<file path="config.mk">
export PLATFORM = sky130hd
export DESIGN_NAME = qslerp_isqrt
export DESIGN_NICKNAME = d
export VERILOG_FILES = /design/src/hw/rtl/qslerp_pkg.sv /design/src/hw/rtl/qslerp_isqrt.sv
export SDC_FILE = /design/constraint.sdc
export NUM_CORES = 2
export LEC_CHECK = 0
export ABC_AREA = 0
export BUFFER_PORTS_ARGS = -buffer_cell sky130_fd_sc_hd__buf_2
export CAP_MARGIN = 15
export CORE_MARGIN = 1
export CORE_UTILIZATION = 35
export DETAILED_ROUTE_END_ITERATION = 8
export MAX_ROUTING_LAYER = met4
export PLACE_DENSITY = 0.57
export SETUP_SLACK_MARGIN = 0.5
export SLEW_MARGIN = 30
export SYNTH_ARGS = -nofsm -noshare
export SYNTH_HDL_FRONTEND = slang
export SYNTH_SLANG_ARGS = --single-unit
</file>
<file path="constraint.sdc">
create_clock -name clk -period 3.7 [get_ports clk]
set_clock_uncertainty 0.15 [all_clocks]
set_input_delay 0.185 -clock clk [delete_from_list [all_inputs] [get_ports clk]]
set_output_delay 0.185 -clock clk [all_outputs]
set_load 0.005 [all_outputs]
</file>
<file path="src/hw/rtl/qslerp_pkg.sv">
// Shared types, widths and constants of the quaternion slerp pipeline.
`timescale 1ns / 1ps

package qslerp_pkg;

  localparam int COMP_W  = 16;
  localparam int NCOMP_W = 17;
  localparam int TOL_W   = 10;
  localparam logic [TOL_W-1:0] TOL_RESET = 10'd16;

  // Dot product magnitude and sine, both unsigned Q.28 in [0, 1].
  localparam int DOT_W = 29;
  localparam int RAD_W = 57;
  localparam logic [DOT_W-1:0] ONE_Q28   = 29'd268435456;
  localparam logic [DOT_W-1:0] DOT_CLAMP = 29'd268435188;
  localparam logic [2*DOT_W-1:0] UNIT_SQ = (2*DOT_W)'(1) << 56;

  // CORDIC datapath.
  localparam int XY_W = 32;
  localparam int ANG_W = 36;
  localparam int CORDIC_STEPS = 28;
  localparam logic signed [XY_W-1:0] GAIN_INV = 32'sd163008219;
  localparam logic signed [ANG_W-1:0] HALF_PI = 36'sd421657428;
  localparam logic signed [ANG_W-1:0] PI_Q28  = 36'sd843314857;

  // Weight division and blend.
  localparam int WNUM_W = 60;
  localparam int WQ_W   = 31;
  localparam int W_W    = 33;
  localparam int V_W    = 31;
  localparam int SUM_W  = 61;
  localparam int NORM_W = 31;
  localparam int ONUM_W = 45;
  localparam int OQ_W   = 15;

  typedef logic signed [COMP_W-1:0]  comp_t;
  typedef logic signed [NCOMP_W-1:0] ncomp_t;
  typedef logic signed [V_W-1:0]     vcomp_t;

  typedef struct packed {
    logic signed [COMP_W-1:0] first_x;
    logic signed [COMP_W-1:0] first_y;
    logic signed [COMP_W-1:0] first_z;
    logic signed [COMP_W-1:0] first_w;
    logic signed [COMP_W-1:0] second_x;
    logic signed [COMP_W-1:0] second_y;
    logic signed [COMP_W-1:0] second_z;
    logic signed [COMP_W-1:0] second_w;
    logic signed [COMP_W-1:0] blend;
  } item_t;

  typedef struct packed {
    logic signed [COMP_W-1:0] out_x;
    logic signed [COMP_W-1:0] out_y;
    logic signed [COMP_W-1:0] out_z;
    logic signed [COMP_W-1:0] out_w;
    logic                     took_first;
  } result_t;

  // Context carried through the angle and weight half of the pipeline.
  typedef struct packed {
    logic              took;
    comp_t             blend;
    comp_t [3:0]       a;
    ncomp_t [3:0]      b;
    logic [DOT_W-1:0]  dot;
    logic [DOT_W-1:0]  sine;
  } front_t;

  typedef struct packed {
    front_t     ctx;
    logic [1:0] ovf;
    logic [1:0] neg;
  } wside_t;

  typedef struct packed {
    logic         took;
    logic         zero;
    comp_t [3:0]  a;
    vcomp_t [3:0] v;
  } back_t;

  typedef struct packed {
    logic        took;
    logic        zero;
    comp_t [3:0] a;
    logic [3:0]  neg;
  } tail_t;

  // atan(2^-i) in Q.28; beyond the table the angle equals 2^-i.
  function automatic logic signed [ANG_W-1:0] step_angle(input int i);
    logic signed [ANG_W-1:0] r;
    case (i)
      0: r = 36'sd210828714;
      1: r = 36'sd124459457;
      2: r = 36'sd65760959;
      3: r = 36'sd33381290;
      4: r = 36'sd16755422;
      5: r = 36'sd8385879;
      6: r = 36'sd4193963;
      7: r = 36'sd2097109;
      8: r = 36'sd1048571;
      9: r = 36'sd524287;
      default: r = ANG_W'(1) << (28 - i);
    endcase
    return r;
  endfunction

endpackage

</file>
<file path="src/hw/rtl/qslerp_isqrt.sv">
// Pipelined integer square root, one root bit per stage.
`timescale 1ns / 1ps

module qslerp_isqrt #(
  parameter int IN_W   = qslerp_pkg::RAD_W,
  parameter int SIDE_W = 1
) (
  input  logic                     clk,
  input  logic                     rst,
  input  logic                     en,
  input  logic                     valid_in,
  input  logic [IN_W-1:0]          radicand,
  input  logic [SIDE_W-1:0]        side_in,
  output logic                     valid_out,
  output logic [(IN_W+1)/2-1:0]    root,
  output logic [SIDE_W-1:0]        side_out
);

  localparam int ROOT_W = (IN_W + 1) / 2;
  localparam int RW = IN_W + 2;

  logic              vld  [0:ROOT_W];
  logic [RW-1:0]     rem  [0:ROOT_W];
  logic [ROOT_W-1:0] q    [0:ROOT_W];
  logic [SIDE_W-1:0] sd   [0:ROOT_W];

  assign vld[0] = valid_in;
  assign rem[0] = RW'(radicand);
  assign q[0]   = '0;
  assign sd[0]  = side_in;

  // The remainder holds radicand minus the square of the partial root.
  for (genvar i = 0; i < ROOT_W; i++) begin : g_stage
    localparam int K = ROOT_W - 1 - i;
    logic [RW-1:0] term;
    logic          fit;

    assign term = (RW'(q[i]) << (K + 1)) + (RW'(1) << (2 * K));
    assign fit  = rem[i] >= term;

    always_ff @(posedge clk) begin
      if (rst) begin
        vld[i+1] <= 1'b0;
      end else if (en) begin
        vld[i+1] <= vld[i];
      end
    end

    always_ff @(posedge clk) begin
      if (en) begin
        rem[i+1] <= fit ? rem[i] - term : rem[i];
        q[i+1]   <= fit ? (q[i] | (ROOT_W'(1) << K)) : q[i];
        sd[i+1]  <= sd[i];
      end
    end
  end

  assign valid_out = vld[ROOT_W];
  assign root      = q[ROOT_W];
  assign side_out  = sd[ROOT_W];

endmodule

</file>
After elaboration in Yosys (flattened, before gate mapping)
Index checks and enable logic that the tools add are counted.
{"block": "classes", "mux": 29, "magnitude_cmp": 29, "n_addsub": 56}
{"operator": "$mux W59", "n": 27}
{"operator": "$ge A59 B31 Y1", "n": 1}
{"operator": "$ge A59 B32 Y1", "n": 1}
{"operator": "$ge A59 B33 Y1", "n": 1}
{"operator": "$ge A59 B34 Y1", "n": 1}
{"operator": "$ge A59 B35 Y1", "n": 1}
{"operator": "$ge A59 B36 Y1", "n": 1}
{"operator": "$ge A59 B37 Y1", "n": 1}
{"operator": "$ge A59 B38 Y1", "n": 1}
{"operator": "$ge A59 B39 Y1", "n": 1}
{"operator": "$ge A59 B40 Y1", "n": 1}
{"operator": "$ge A59 B41 Y1", "n": 1}
{"operator": "$ge A59 B42 Y1", "n": 1}
{"operator": "$ge A59 B43 Y1", "n": 1}
{"operator": "$ge A59 B44 Y1", "n": 1}
{"operator": "$ge A59 B45 Y1", "n": 1}
{"operator": "$ge A59 B46 Y1", "n": 1}
{"operator": "$ge A59 B47 Y1", "n": 1}
{"operator": "$ge A59 B48 Y1", "n": 1}
{"operator": "$ge A59 B49 Y1", "n": 1}
{"operator": "$ge A59 B50 Y1", "n": 1}
{"operator": "$ge A59 B51 Y1", "n": 1}
{"operator": "$ge A59 B52 Y1", "n": 1}
{"operator": "$ge A59 B53 Y1", "n": 1}
{"operator": "64 further kinds", "n": 64}
{"block": "word_totals", "register_bits": 2550, "elab_cells": 258, "input_bits": 62, "output_inout_bits": 31}

Depth between registers and ports, before layout
{"block": "logic_depth", "word_depth": 3, "ltp_mapped": 15, "ltp_nobuf": 12}

Least setup slack after synthesis
No wires, ideal clock.
{"block": "synth_path", "path_type": "flip-flop to flip-flop", "from": "register rem[244] (netlist bit)", "to": "register rem[232] (netlist bit) (data pin)", "synth_period_minus_slack_ps": 3480, "path_slack_ps": 220, "path_stages_with_launch": 11, "n_path_buf": 0, "required_ps": 3292, "setup_time_ps": 258, "arrival_time_ps": 3072, "path_cell_list": "edfxtp_1 ha_1 o21ai_0 a22oi_1 a21oi_1 o21ai_0 nand3b_1 and2_1 nor3_2 or4b_2 xnor2_1"}
{"block": "synth_between", "elab_chain_cells": 2, "elab_cells_between_ends": 3, "cone_classes": "add/sub: 1; order compare: 1; mux: 1"}
{"item": "start, declared", "line": "qslerp_isqrt.sv:23", "text": "logic [RW-1:0] rem [0:ROOT_W];"}
{"item": "start signal, assigned by index", "line": "qslerp_isqrt.sv:51", "text": "rem[i+1] <= fit ? rem[i] - term : rem[i];"}
{"item": "$sub A59 B34 Y59 or $ge A59 B34 Y1 (tied branches)", "line": "qslerp_isqrt.sv:51, qslerp_isqrt.sv:39"}
{"item": "$mux W59 (*)", "line": "qslerp_isqrt.sv:51"}
Mark *: on every way between the ends. The rest lies on a longest branch, timed or not.
A chain may end at the register's enable or synchronous reset.

Final worst setup path
{"block": "layout_path", "from": "register rem[693] (netlist bit)", "to": "register rem[633] (netlist bit) (data pin)"}
{"block": "layout_between", "elab_chain_cells": 2}
{"item": "$ge A59 B41 Y1", "line": "qslerp_isqrt.sv:39", "text": "assign fit = rem[i] >= term;"}
{"item": "$mux W59", "line": "qslerp_isqrt.sv:51"}
No other way between the ends.

==> impl_metrics.csv <==
group,metric,value,unit
power,ir_drop,0.566,mV
power,p_leak,48.3,nW
critical_path,crit_family,"simple AND/OR/NAND/NOR gates",
flow_run,drv_cap,0,
route,drcViolationCount,0,
sta,hold_violations,0,
clocking,clk_pin_slew,0.06,ns
route,vias_per_cell,5.08,
critical_path,reg2reg_setup_slack,0.18,ns
synth,ys.flop_type,"edfxtp_1",
final_layout,drive_above_1_share,0.218,
global_routing,overflow,0,
final_layout,finalInstanceArea,128000,µm²
sta,worst_pin_slew,0.981,ns
route,routed_wl,274,mm
synth,ys_warn_count,0,
synth,netlist_instances,8075,
place,gp_congestion,0.928,
sta,layout_min_cycle_time,3.52,ns
final_layout,fill_cells,25859,
power,power,75.4,mW
clocking,clk_latency,0.97,ns
route,vias,67474,
critical_path,worst_setup_path_start_kind,"register",
global_routing,grt_pass1_vias,68825,
critical_path,cp.required,4.17,ns
final_layout,syn_to_final_growth,25.6,%
synth,synth_edf_count,2115,
global_routing,grt_pass1_wl,411,mm
floorplanning,fp.dieH,541,µm
clocking,cts_num_sinks,2144,
critical_path,crit_chain,"or4_4 > nor4_4 > nand2b_1 > or4b_4 > or4_4 > nor3_4 > buf_4 > buf_6 > nor3b_2 > buf_6 > a21o_1",
critical_path,crit_path_end_kind,"register",
clocking,cts_root_buf,"clkbuf_16",
floorplanning,row_count,197,
sta,setup_viol_count_final,0,
route,post_drt_wl_per_cell,20.6,µm
clocking,htreeDepth,4,
synth,synth_area_leaders,"edfxtp_1 (62%), ha_1 (5.7%), xnor2_1 (3.5%), xor2_1 (2.9%), a21oi_1 (2.4%)",
route,ant_nets,0,
critical_path,max_stage_delay,0.58,ns
sta,fin_tns_setup,0,ns
floorplanning,start_util,0.353,
final_layout,instances_no_fill,13291,
synth,async_reset_ff_frac,0,
critical_path,critPathArrivalTime,3.99,ns
route,drt-initial-drc-count,4494,
critical_path,crit_buf_inv,3,
floorplanning,die_area,293000,µm²
synth,ys_seq_elements,2144,
place,dpl_cell_area,112000,µm²
critical_path,path_class,"reg -> reg",
sta,fin_crit_sh,0.951,
global_routing,grt_start_max_net_pins,175,
min_path,worstHoldPathType,"reg -> reg",
sta,holdWs,0.177,ns
synth,synth_top_area_cell,"edfxtp_1",
route,drt_first_pass_iters,7,
floorplanning,die_w,541,µm
place,hpwl,203,mm
power,powerDensity,590,nW/µm²
clocking,cts_buffer_depth,4,
global_routing,grt.total_usage,0.187,
floorplanning,io_pins,93,
sta,max_slew_margin,0.339,
sta,rsz0062_at_grt,"true",
final_layout,final_nets,9732,
clocking,cts_made_buffers,236,
floorplanning,core,289000,µm²
synth,syn_avg_cell_area,12.6,µm²
synth,synth_area,102000,µm²
clocking,cts_tree,"built",
outcome,status,"completed",
critical_path,cp_max_fo,6,
sta,fmax,284,MHz
critical_path,critPathSlowestCell,"or4_4",
place,place_inst,12485,
place,portBuffers,92,
sta,drv_slew,0,
synth,synth_top_area_frac,0.624,
global_routing,antenna_found_initial,4,
synth,yosysUniqueCellTypes,98,
synth,synth-seq-area-share,0.629,
cell families after synthesis:
| logic type | after synthesis | synth area share |
|---|---|---|
| compound gates | 1487 | 0.0914 |
| simple gates | 2401 | 0.120 |
| fa+ha+maj | 460 | 0.0565 |
| buf+inv | 737 | 0.0277 |
| flops | 2144 | 0.629 |
| xor+xnor | 745 | 0.0641 |
| mux | 100 | 0.0106 |
| other cells | 1 | 0.0000368 |
final timing paths:
kind	from	end	depth (start not counted)
worst min-delay path	q[573]	q[544]	0
worst max register to register	rem[693]	rem[633]	11
worst min register to register	q[573]	q[544]	0
worst max-delay path	rem[693]	rem[633]	11
area by class of cell:
cell class / count / area (µm²) / area share
antenna: 4 / 10.0 / 0.0000782
timing repair buffer: 1048 / 8950 / 0.0700
multi-input combinational: 5200 / 39800 / 0.311
inverter: 580 / 2190 / 0.0171
tap: 3880 / 4850 / 0.0379
clock inverter: 166 / 1950 / 0.0152
sequential: 2144 / 64100 / 0.501
clock buffer: 269 / 6070 / 0.0475
cells in the final DEF, fill, tap and decap left out, types with 32 or more instances in the layout:
cell type      Yosys  layout
clkinv_1           1      46
or3_1             95      77
nand3b_1          35      35
ha_4               0      80
nand2_1          541     507
nand2b_1          77      75
bufinv_16          0      35
buf_2             12      92
nor3_1           235     191
a21o_1           187     185
nand4_1          111     111
nand4b_1          32      32
ha_1             460     359
xnor2_1          405     380
nor4_1           266     213
edfxtp_1        2115    2115
nor4_4             2      37
clkinv_2           0      38
buf_6              5      74
buf_12             0      41
o21a_1            86      85
a21oi_1          490     435
mux2_2            63      50
nor2b_1           53      46
nand3_1          123      96
o21ai_0          342     292
mux2i_1           37      37
xor2_1           340     336
buf_4              1     705
nor2_1           595     549
inv_1            576     556
clkbuf_16          0     240
dlygate4sd3_1      0     121
a21oi_2            0      44
through the flow:
step / worst slack, ns / utilization
2_1_floorplan: 0.274 / -
3_3_place_gp: -1.13 / 0.387
3_5_place_dp: -0.681 / 0.387
4_1_cts: 0.152 / 0.432
5_1_grt: 0.0293 / 0.443
6_report: 0.182 / 0.443
registers in the layout, indices dropped and copies added, names as in the netlist:
register and cells:
side_out 1, root 29, vld 28, valid_out 1, rem 1651, q 406, sd 28
where the power goes:
part / total, mW / switching [mW] / internal [mW]
Sequential: 33.0 / 2.50 / 30.5
Clock: 24.2 / 9.97 / 14.3
Combinational: 18.1 / 9.99 / 8.16
Total: 75.4 / 22.5 / 53.0
worst reg2reg max path: stages, from the launching register on:
cell	delay [ns]
edfxtp_1	0.39
or4_4	0.58
nor4_4	0.17
nand2b_1	0.11
or4b_4	0.50
or4_4	0.51
nor3_4	0.19
buf_4	0.15
buf_6	0.11
nor3b_2	0.05
buf_6	0.16
a21o_1	0.19
cell usage after synthesis (all sizes together) (125+ instances only):
cell / count
xnor2: 405
clkbuf: 125
a21o: 187
o21ai: 344
a21oi: 490
nand2: 541
inv: 579
edfxtp: 2115
nor3: 238
nor2: 595
nor4: 269
xor2: 340
ha: 460
what timing repair did:
item,CTS,global route
endpoints found under the setup margin,704,786
endpoints found under the hold margin,775,0
pin swaps,189,160
hold buffers,121,0
gates cloned,8,7
buffers inserted,99,132
gates resized for setup,501,471
routing by layer:
metal / wire [µm] / part of all wire / global-route usage / up-vias
li1: - / - / - / 32496
met1: 102000 / 0.37 / 0.194 / 33080
met2: 150000 / 0.55 / 0.358 / 1376
met3: 8990 / 0.033 / 0.0204 / 522
met4: 12900 / 0.047 / 0.0741 / 0
met5: 0 / 0 / - / -
(Power assumes the default switching activity.)
